`src/rtl/core/srcw_pkg.sv`:
```
// Shared types and constants for the clockwise sprite rotation scatter block.
package srcw_pkg;

  // Sequencer phase codes
  localparam logic [2:0] PH_IDLE   = 3'd0;
  localparam logic [2:0] PH_WIDTH  = 3'd1;
  localparam logic [2:0] PH_HEIGHT = 3'd2;
  localparam logic [2:0] PH_ACOUNT = 3'd3;
  localparam logic [2:0] PH_ALPHA  = 3'd4;
  localparam logic [2:0] PH_PIXEL  = 3'd5;

  // Write kinds
  localparam logic [1:0] WK_WORD   = 2'd0;
  localparam logic [1:0] WK_NIBBLE = 2'd1;
  localparam logic [1:0] WK_NONE   = 2'd2;

  // Status codes
  localparam logic [1:0] ST_OK     = 2'd0;
  localparam logic [1:0] ST_FORMAT = 2'd1;
  localparam logic [1:0] ST_SIDE   = 2'd2;
  localparam logic [1:0] ST_ACOUNT = 2'd3;

  // Header layout of the destination image
  localparam logic [16:0] DST_FORMAT = 17'd0;
  localparam logic [16:0] DST_HEIGHT = 17'd1;
  localparam logic [16:0] DST_WIDTH  = 17'd2;
  localparam logic [16:0] DST_ACOUNT = 17'd3;
  localparam logic [16:0] HDR_WORDS  = 17'd4;

  // Format nibble expected in the first header word
  localparam logic [3:0] FMT_MASK = 4'hf;
  localparam logic [3:0] FMT_CODE = 4'h5;

  // One destination write
  typedef struct packed {
    logic [16:0] dest_index;
    logic [15:0] data;
    logic [1:0]  write_kind;
    logic [1:0]  nibble_pos;
    logic [1:0]  status;
    logic        run_last;
    logic        image_last;
  } result_t;

endpackage

```
`src/rtl/core/srcw_seq.sv`:
```
// Input register and image sequencer: turns each source word into destination writes.
module srcw_seq import srcw_pkg::*; #(
  parameter int unsigned MAX_SIDE = 255
) (
  input  logic        clk,
  input  logic        rst,
  input  logic        src_valid,
  output logic        src_stall,
  input  logic [15:0] word,
  input  logic        start_req,
  input  logic        out_ready,
  output logic        res_load,
  output result_t     res
);

  localparam logic [15:0] MaxSide = 16'(MAX_SIDE);

  // Held input transaction
  logic        held_valid;
  logic [15:0] held_word;
  logic        held_start;

  // Image state
  logic [2:0]  phase,         phase_next;
  logic [13:0] word_position, word_position_next;
  logic [7:0]  source_width,  source_width_next;
  logic [7:0]  source_height, source_height_next;
  logic [13:0] alpha_words,   alpha_words_next;
  logic [7:0]  source_column, source_column_next;
  logic [7:0]  source_row,    source_row_next;
  logic [1:0]  slot,          slot_next;

  logic        emit;
  logic        item_done;
  logic        step_go;
  logic        src_load;

  logic [15:0] area;
  logic [14:0] need;
  logic [15:0] rot_idx;
  logic [8:0]  col_inc;
  logic [7:0]  col_adv;
  logic [7:0]  row_adv;
  logic        row_ok;
  logic [3:0]  nib;
  logic [13:0] wpos_inc;
  logic        alpha_last;

  // Shared arithmetic on the current state
  always_comb begin
    area     = 16'(source_width * source_height);
    need     = 15'((17'(area) + 17'd3) >> 2);
    rot_idx  = 16'(source_column * source_height)
             + 16'(source_height - 8'd1 - source_row);
    col_inc  = 9'(source_column) + 9'd1;
    if (col_inc >= {1'b0, source_width}) begin
      col_adv = 8'd0;
      row_adv = source_row + 8'd1;
    end else begin
      col_adv = col_inc[7:0];
      row_adv = source_row;
    end
    row_ok   = source_row < source_height;
    nib      = held_word[{~slot, 2'b00} +: 4];
    wpos_inc = word_position + 14'd1;
  end

  // Work out one step for the held word
  always_comb begin
    phase_next         = phase;
    word_position_next = word_position;
    source_width_next  = source_width;
    source_height_next = source_height;
    alpha_words_next   = alpha_words;
    source_column_next = source_column;
    source_row_next    = source_row;
    slot_next          = 2'd0;
    emit               = 1'b0;
    item_done          = 1'b1;
    alpha_last         = 1'b1;
    res                = '0;

    if (held_start) begin
      if ((held_word[3:0] & FMT_MASK) != FMT_CODE) begin
        emit           = 1'b1;
        res.write_kind = WK_NONE;
        res.status     = ST_FORMAT;
        res.image_last = 1'b1;
        phase_next     = PH_IDLE;
      end else begin
        source_width_next  = 8'd0;
        source_height_next = 8'd0;
        alpha_words_next   = 14'd0;
        word_position_next = 14'd0;
        source_column_next = 8'd0;
        source_row_next    = 8'd0;
        emit               = 1'b1;
        res.dest_index     = DST_FORMAT;
        res.data           = held_word;
        res.write_kind     = WK_WORD;
        res.run_last       = 1'b1;
        phase_next         = PH_WIDTH;
      end
    end else begin
      case (phase)
        PH_WIDTH, PH_HEIGHT: begin
          emit = 1'b1;
          if (held_word > MaxSide) begin
            res.write_kind = WK_NONE;
            res.status     = ST_SIDE;
            res.image_last = 1'b1;
            phase_next     = PH_IDLE;
          end else begin
            res.data       = held_word;
            res.write_kind = WK_WORD;
            res.run_last   = 1'b1;
            if (phase == PH_WIDTH) begin
              source_width_next = held_word[7:0];
              res.dest_index    = DST_WIDTH;
              phase_next        = PH_HEIGHT;
            end else begin
              source_height_next = held_word[7:0];
              res.dest_index     = DST_HEIGHT;
              phase_next         = PH_ACOUNT;
            end
          end
        end
        PH_ACOUNT: begin
          emit = 1'b1;
          if (held_word != 16'(need)) begin
            res.write_kind = WK_NONE;
            res.status     = ST_ACOUNT;
            res.image_last = 1'b1;
            phase_next     = PH_IDLE;
          end else begin
            alpha_words_next   = held_word[13:0];
            word_position_next = 14'd0;
            source_column_next = 8'd0;
            source_row_next    = 8'd0;
            res.dest_index     = DST_ACOUNT;
            res.data           = held_word;
            res.write_kind     = WK_WORD;
            res.run_last       = 1'b1;
            if (need == 15'd0) begin
              res.image_last = 1'b1;
              phase_next     = PH_IDLE;
            end else begin
              phase_next = PH_ALPHA;
            end
          end
        end
        PH_ALPHA: begin
          // One nibble slot per step; stop early once the pixels run out
          if (row_ok) begin
            emit               = 1'b1;
            res.dest_index     = HDR_WORDS + 17'(rot_idx[15:2]);
            res.data           = {12'd0, nib};
            res.write_kind     = WK_NIBBLE;
            res.nibble_pos     = rot_idx[1:0];
            source_column_next = col_adv;
            source_row_next    = row_adv;
            alpha_last         = (slot == 2'd3) || (row_adv >= source_height);
          end
          res.run_last = alpha_last;
          item_done    = alpha_last;
          if (!alpha_last) begin
            slot_next = slot + 2'd1;
          end else begin
            word_position_next = wpos_inc;
            if (wpos_inc >= alpha_words) begin
              source_column_next = 8'd0;
              source_row_next    = 8'd0;
              phase_next         = PH_PIXEL;
            end
          end
        end
        PH_PIXEL: begin
          emit               = 1'b1;
          res.dest_index     = HDR_WORDS + 17'(alpha_words) + 17'(rot_idx);
          res.data           = held_word;
          res.write_kind     = WK_WORD;
          res.run_last       = 1'b1;
          source_column_next = col_adv;
          source_row_next    = row_adv;
          if (row_adv >= source_height) begin
            res.image_last = 1'b1;
            phase_next     = PH_IDLE;
          end
        end
        default: begin
          phase_next = PH_IDLE;
        end
      endcase
    end
  end

  // Handshake: a step runs when the result register can take it
  assign step_go   = held_valid && (out_ready || !emit);
  assign res_load  = step_go && emit;
  assign src_stall = held_valid && !(step_go && item_done);
  assign src_load  = src_valid && !src_stall;

  // Hold the input transaction
  always_ff @(posedge clk) begin
    if (rst) begin
      held_valid <= 1'b0;
    end else if (src_load) begin
      held_valid <= 1'b1;
    end else if (step_go && item_done) begin
      held_valid <= 1'b0;
    end
  end

  always_ff @(posedge clk) begin
    if (src_load) begin
      held_word  <= word;
      held_start <= start_req;
    end
  end

  // Advance the image state on each step
  always_ff @(posedge clk) begin
    if (rst) begin
      phase         <= PH_IDLE;
      word_position <= 14'd0;
      source_width  <= 8'd0;
      source_height <= 8'd0;
      alpha_words   <= 14'd0;
      source_column <= 8'd0;
      source_row    <= 8'd0;
      slot          <= 2'd0;
    end else if (step_go) begin
      phase         <= phase_next;
      word_position <= word_position_next;
      source_width  <= source_width_next;
      source_height <= source_height_next;
      alpha_words   <= alpha_words_next;
      source_column <= source_column_next;
      source_row    <= source_row_next;
      slot          <= slot_next;
    end
  end

endmodule

```
`src/rtl/core/srcw_out.sv`:
```
// Result register that drives the destination write channel.
module srcw_out import srcw_pkg::*; (
  input  logic    clk,
  input  logic    rst,
  input  logic    load,
  input  result_t res_in,
  input  logic    stall,
  output logic    valid,
  output logic    ready,
  output result_t res_q
);

  assign ready = !valid || !stall;

  // Track a pending transaction
  always_ff @(posedge clk) begin
    if (rst) begin
      valid <= 1'b0;
    end else if (load) begin
      valid <= 1'b1;
    end else if (!stall) begin
      valid <= 1'b0;
    end
  end

  // Capture the payload
  always_ff @(posedge clk) begin
    if (load) begin
      res_q <= res_in;
    end
  end

endmodule

```
`src/rtl/core/sprite_rotate_cw90_scatter.sv`:
```
// Top level of the clockwise 90-degree sprite rotation scatter block.
// Takes source sprite words (format, width, height, alpha count, alpha words,
// then pixels in row-major order) and emits one destination write per output
// transaction; the destination buffer must be cleared beforehand because
// nibble writes are OR-merged. A new header, pixel or error word is accepted
// every cycle while wr_stall is low; an alpha word holds the input until its
// nibble writes (up to four) are made, as every nibble passes through the
// single result register. A word is held in the input register, then its
// writes in the result register. A word with start_req high always opens a
// new image; a bad format, a side above MAX_SIDE or a wrong alpha count gives
// one no-write result with an error status and image_last set.
module sprite_rotate_cw90_scatter import srcw_pkg::*; #(
  parameter int unsigned MAX_SIDE = 255
) (
  input  logic        clk,
  input  logic        rst,
  input  logic        src_valid,
  output logic        src_stall,
  input  logic [15:0] word,
  input  logic        start_req,
  output logic        wr_valid,
  input  logic        wr_stall,
  output logic [16:0] dest_index,
  output logic [15:0] data,
  output logic [1:0]  write_kind,
  output logic [1:0]  nibble_pos,
  output logic [1:0]  status,
  output logic        run_last,
  output logic        image_last
);

  logic    out_ready;
  logic    res_load;
  result_t res;
  result_t res_q;

  // Sequence the source words
  srcw_seq #(
    .MAX_SIDE(MAX_SIDE)
  ) u_seq (
    .clk       (clk),
    .rst       (rst),
    .src_valid (src_valid),
    .src_stall (src_stall),
    .word      (word),
    .start_req (start_req),
    .out_ready (out_ready),
    .res_load  (res_load),
    .res       (res)
  );

  // Register the writes
  srcw_out u_out (
    .clk    (clk),
    .rst    (rst),
    .load   (res_load),
    .res_in (res),
    .stall  (wr_stall),
    .valid  (wr_valid),
    .ready  (out_ready),
    .res_q  (res_q)
  );

  assign dest_index = res_q.dest_index;
  assign data       = res_q.data;
  assign write_kind = res_q.write_kind;
  assign nibble_pos = res_q.nibble_pos;
  assign status     = res_q.status;
  assign run_last   = res_q.run_last;
  assign image_last = res_q.image_last;

endmodule

```
`config.mk`:
```
export PLATFORM = sky130hd
export DESIGN_NAME = sprite_rotate_cw90_scatter
export DESIGN_NICKNAME = d
export VERILOG_FILES = /design/src/rtl/core/srcw_pkg.sv /design/src/rtl/core/srcw_seq.sv /design/src/rtl/core/srcw_out.sv /design/src/rtl/core/sprite_rotate_cw90_scatter.sv
export SDC_FILE = /design/constraint.sdc
export NUM_CORES = 1
export LEC_CHECK = 0
export ABC_AREA = 0
export BUFFER_PORTS_ARGS = -buffer_cell sky130_fd_sc_hd__buf_2
export CAP_MARGIN = 5
export CORE_ASPECT_RATIO = 1.25
export CORE_UTILIZATION = 50
export DETAILED_ROUTE_END_ITERATION = 7
export GPL_ROUTABILITY_DRIVEN = 0
export PLACE_DENSITY = 0.67
export SYNTH_ARGS = -nofsm -noshare
export SYNTH_HDL_FRONTEND = slang
export SYNTH_SLANG_ARGS = --single-unit
```
`constraint.sdc`:
```
create_clock -name clk -period 19.2 [get_ports clk]
set_input_delay 3.84 -clock clk [delete_from_list [all_inputs] [get_ports clk]]
set_output_delay 3.84 -clock clk [all_outputs]
set_load 0.01 [all_outputs]
```
-- After elaboration in Yosys (flattened, before gate mapping)
Cells that the tools add are included.
- register bits: 125
- output and inout bits: 43
- add/subtract/negate cells: 11
- multipliers: 2
- magnitude comparators: 5
- equality and inequality tests: 17
- shifts and indexed selects: 1
- muxes and demuxes: 79
- bitwise gates (word level): 3
- reduce and logical (&&, ||, !) cells: 29
- operator list (operator ; number):
    2-to-1 mux 8 bit ; 20
    case mux 35 bit (4 select lines) ; 1
    2-to-1 mux 14 bit ; 7
    case mux 8 bit (3 select lines) ; 2
    2-to-1 mux 37 bit ; 1
    2-to-1 mux 35 bit ; 1
    2-to-1 mux 33 bit ; 1
    multiplier 8 x 8 -> 16 bit ; 2
    adder 3 x 14 -> 15 bit (first input constant) ; 2
    case mux 14 bit (2 select lines) ; 1
    2-to-1 mux 1 bit ; 22
    2-to-1 mux 18 bit ; 1
    2-to-1 mux 2 bit ; 9
    2-to-1 mux 3 bit ; 6
    adder 16 x 2 -> 17 bit (second input constant) ; 1
    adder 17 x 16 -> 17 bit ; 1
    adder 16 bit ; 1
    greater-than comparator 16 x 8 -> 1 bit (second input constant) ; 1
    2-to-1 mux 16 bit ; 1
    != test 16 x 15 -> 1 bit ; 1
    indexed part select 16 x 5 -> 4 bit ; 1
    subtractor 16 x 8 -> 16 bit ; 1
    logical NOT 15 bit ; 1
    AND reduction 5 bit ; 3
    other kinds (36) ; 59

-- Depth between registers and ports, before layout
- word-level depth: 16
- mapped depth: 27

-- Modules after synthesis
From an unflattened synthesis, not the netlist that was laid out.
- cells, all modules: 1490
- area total of the unflattened synthesis: 13327.8 µm²
- by module, submodules not included (module ; instances ; cells each ; area each (µm²) ; seq. area each (µm²)):
    srcw_seq ; 1 ; 1445 ; 12064.1 ; 1831.8
    srcw_out ; 1 ; 45 ; 1263.7 ; 1251.2

-- Worst setup path after synthesis
Ideal clock, no wire load.
- path type: in2out
- start point: input port wr_stall
- end point: output port src_stall
- arrival time: 4580 ps
- data required time: 15360 ps
- slack: 10780 ps
- stages on the path: 5
- buffers on the path: 0
- cells stage by stage: nand2_1 > nand2_1 > o21ai_1 > nand2_1 > and2_1
- cells in the longest elaborated chain, start to end: 7
- RTL lines (item ; line ; text):
    from (decl) ; sprite_rotate_cw90_scatter.sv:22 ; input logic wr_stall,
    logical NOT 1 bit ; srcw_out.sv:13 ; assign ready = !valid || !stall;
    logical OR 1 bit ; srcw_out.sv:13 ;
    logical OR 1 bit ; srcw_seq.sv:198 ; assign step_go = held_valid && (out_ready || !emit);
    logical AND 1 bit ; srcw_seq.sv:198 ;
    logical AND 1 bit ; srcw_seq.sv:200 ; assign src_stall = held_valid && !(step_go && item_done);
    logical NOT 1 bit ; srcw_seq.sv:200 ;
    logical AND 1 bit ; srcw_seq.sv:200 ;
    to (decl) ; sprite_rotate_cw90_scatter.sv:18 ; output logic src_stall,
No other way between the ends.

-- Worst setup path after layout
- start point: register u_seq.source_column[2]
- end point: output port src_stall
- cells in the longest elaborated chain, start to end: 13
- RTL lines (item ; line ; text):
    from (decl) ; srcw_seq.sv:29 ; logic [7:0] source_column, source_column_next;
    from (signal assigned) ; srcw_seq.sv:238 ; source_column <= source_column_next;
    adder 8 x 1 -> 9 bit ; srcw_seq.sv:55 ; col_inc = 9'(source_column) + 9'd1;
    greater-or-equal comparator 9 x 8 -> 1 bit ; srcw_seq.sv:56 ; if (col_inc >= {1'b0, source_width}) begin
    2-to-1 mux 8 bit ; srcw_seq.sv:56 ;
    greater-or-equal comparator 8 bit ; srcw_seq.sv:162 ; alpha_last = (slot == 2'd3) || (row_adv >= source_height);
    logical OR 1 bit ; srcw_seq.sv:162 ;
    2-to-1 mux 1 bit ; srcw_seq.sv:154 ; if (row_ok) begin
    2-to-1 mux 1 bit ; srcw_seq.sv:105 ; case (phase)
    2-to-1 mux 1 bit ; srcw_seq.sv:83 ; if (held_start) begin
    2-to-1 mux 1 bit ; srcw_seq.sv:105 ;
    2-to-1 mux 1 bit ; srcw_seq.sv:83 ;
    logical AND 1 bit ; srcw_seq.sv:200 ;
    logical NOT 1 bit ; srcw_seq.sv:200 ;
    logical AND 1 bit ; srcw_seq.sv:200 ;
No other way between the ends. The select of a mux whose other input is x is not followed.

==> summary.txt <==
Run status
  – Status: completed

Synthesis
  – YS warnings: 0
  – Seq cells post-synth: 125
  – Syn avg cell area: 8.882 µm²
  – Synth Instances: 1484
  – Synth unique cells: 80
  – Synth Flop Type: dfxtp_1
  – Cell Area, Synth: 13180 µm²
  – EDFF count, synth: 58
  – Syn Nets: 1745
  – Sequential area share after synthesis: 0.2339
  – Share of flip-flops with an asynchronous set or reset: 0

Worst setup path
  – Crit. End Element: output pin
  – Critical path launch point type: flop
  – R2R depth: 19
  – WS Path Type: reg2out
  – Setup crit start: u_seq.source_column[2]
  – Crit Reg-Reg Startpoint: u_seq.source_height[2]
  – Reg2reg end: u_seq.word_position[0]
  – Critical Path Sink: src_stall
  – Critical Path Fanout Max: 15
  – WP data required: 15.36 ns
  – WP data arrival: 5.42 ns
  – Reg2Reg Setup Slack: 11.54 ns

Power and ir drop
  – Maximum vdd drop: 55.14 µV
  – Pwr/cell area: 51.89 nW/µm²
  – Pleak: 6.449 nW

Drt
  – Drt total wl: 33.28 mm
  – DR vias: 10780
  – WL/cell: 17.72 µm
  – Post-route DRC: 0
  – Drt first-iter violations: 771
  – Via/cell ratio: 5.739
  – Router iterations before antenna repair: 8
  – Number of routed nets with antenna violations: 0

Clocking
  – Worst-path clk slew: 0.06 ns
  – Root buf cell: clkbuf_16
  – Clock Tree Buf Depth: 2
  – PostCTS Resize Cnt: 0
  – H-tree Lvls: 4
  – CTS tree: done
  – Num CTS Buffers: 17
  – CTS sink cnt: 125
  – Setup bufs post-CTS: 0
  – Clk_lat worst skew: 0.43 ns
  – Hold-fix buffers at CTS: 0

GRT
  – Initial antenna violation count: 0
  – Grt ovf: 0
  – Total GRT Usage: 0.2539
  – First-pass GRT wire length: 53.96 mm
  – Vias in the first global route: 10720
  – Pin count of the biggest net entering global routing: 57

Timing
  – Final setup fails: 0
  – Setup tns final: 0 ns
  – Unrepaired setup endpoints after global routing: false
  – Final Hold Vio Count: 0
  – Clk_skew: 0.01321 ns
  – Least-Margin Pin Slew: 1.141 ns
  – Rel. slew slack: 0.2342
  – Period utilisation layout: 0.4824
  – Min Tclk post-route: 9.263 ns
  – Max Fclk: 108.0 MHz
  – Final Max Tran Viols: 0

Die
  – Starting Density: 0.5083
  – Die width: 147.2 µm
  – Die H: 183.5 µm
  – FP Rows: 66
  – Core Box Area: 25930 µm²
  – Boundary pin count: 64
  – DIE AREA: 27020 µm²

Placed design
  – Placed instance area: 13810 µm²
  – DPL Wire Length: 26.18 mm
  – Port Buffers: 63

Finish
  – ANT cells: 0
  – Final net count: 1786
  – Final Cell Area: 14390 µm²
  – Layout cells sized above 1: 0.08322
  – Final Core Density: 0.5549
  – Layout area overhead: 9.160%

Worst hold path
  – Hold Crit Start: u_seq.alpha_words[8]
  – HP Class: reg2reg

Flow run
  – Max_cap viols: 0
[metal layers]
| layer | vias up | routed length [µm] | track usage |
|---|---|---|---|
| met5 | - | 0 | 0 |
| met4 | 0 | 1421 | 0.1258 |
| met3 | 84 | 1660 | 0.03077 |
| met2 | 349 | 16530 | 0.4464 |
| met1 | 5181 | 13670 | 0.3055 |
| li1 | 5163 | - | - |
[power by group]
part | leakage (nW) | internal (mW) | switching [mW]
Clock | 0.280 | 0.173 | 0.148
Sequential | 1.08 | 0.287 | 0.00813
Combinational | 5.09 | 0.0541 | 0.0759
Total | 6.45 | 0.514 | 0.232
[cells in the mapped netlist, drive strengths merged, types with 37 or more instances]
cell,count,area [µm²]
ha,146,1827
o21ai,43,230.2
nand3,37,185.2
clkbuf,45,168.9
edfxtp,58,1742
and2,52,325.3
nor2,142,533.0
a21oi,60,304.0
fa,94,1882
xnor2,63,551.8
inv,187,701.9
dfxtp,67,1341
nand2,116,435.4
[state kept, by name, indices dropped and copies added, names as in the netlist]
name / flops
u_out.res_q: 41
u_out.valid: 1
u_seq.alpha_words: 14
u_seq.held_start: 1
u_seq.held_valid: 1
u_seq.held_word: 16
u_seq.phase: 3
u_seq.slot: 2
u_seq.source_column: 8
u_seq.source_height: 8
u_seq.source_row: 8
u_seq.source_width: 8
u_seq.word_position: 14
[cells by family after synthesis]
| group | synth area share |
|---|---|
| AO/OA/AOI/OAI | 0.1305 |
| buffers and inverters | 0.06977 |
| flip-flops | 0.2339 |
| AND/OR/NAND/NOR | 0.1874 |
| XOR/XNOR | 0.06967 |
| adder cells (fa/ha/maj) | 0.2813 |
| multiplexers | 0.02743 |
[how the worst min path moves through the flow]
stage,cells after the start,end,slack (ns)
final,2,u_seq.alpha_words[8],0.47
after global routing,2,u_seq.alpha_words[8],0.50
after CTS,2,u_seq.alpha_words[8],0.47
after detailed placement,2,u_seq.alpha_words[8],0.46
after global placement,2,u_seq.alpha_words[8],0.45
after floorplan,2,u_seq.alpha_words[8],0.43
[through the flow]
stage / worst slack, ns / hold WS, ns / total power, mW / cells
finish: 9.937 / 0.4730 / 0.7466 / 1878
floorplan: 10.78 / 0.4319 / 0.3942 / 1484
global route: 9.513 / 0.5041 / 0.7741 / 1878
detailed placement: 10.38 / 0.4593 / 0.4290 / 1846
global placement: 10.40 / 0.4490 / 0.4276 / 1846
CTS: 10.11 / 0.4692 / 0.7478 / 1878
[critical path, stage by stage (launching register included)]
cell	delay, ns
dfxtp_1	0.65
and3_1	0.26
nand3_1	0.17
or2_2	0.36
xnor2_1	0.22
ha_1	0.30
a21oi_1	0.15
o21ai_0	0.17
nor2_1	0.53
nor3_1	0.16
xnor2_1	0.24
ha_1	0.29
a21o_1	0.17
a21o_1	0.18
a21oi_1	0.19
o211ai_1	0.21
nand3b_1	0.30
nand2_1	0.16
and2_1	0.17
buf_2	0.14
[layout by cell type, fill, tap and decap left out, drive strengths merged, types with 8 or more instances in the layout]
cell    instances
dfxtp          67
buf            74
a211o           8
o31ai           8
o211ai          8
xor2           29
xnor2          63
ha            146
a21oi          60
mux2i          26
fa             94
clkbuf         17
o21a           10
a22oi          12
nand4          15
a211oi         10
a21o           26
inv           196
and3           16
or3            12
edfxtp         58
a22o           13
nand2         116
nor2          142
and2           52
o21ai          43
nor2b          20
clkinv          8
nor3           27
nand3          37
nand2b         18
[final cells by class]
class / count / area (µm²)
fillers: 2382 / 11540
multi-input cells: 1116 / 9190
inverters: 191 / 716.9
clock inverters: 15 / 150.1
flip-flops and latches: 125 / 3083
clock buffers: 17 / 425.4
repair buffers: 74 / 397.9
well taps: 340 / 425.4
Power figures use the tool's default switching activity.
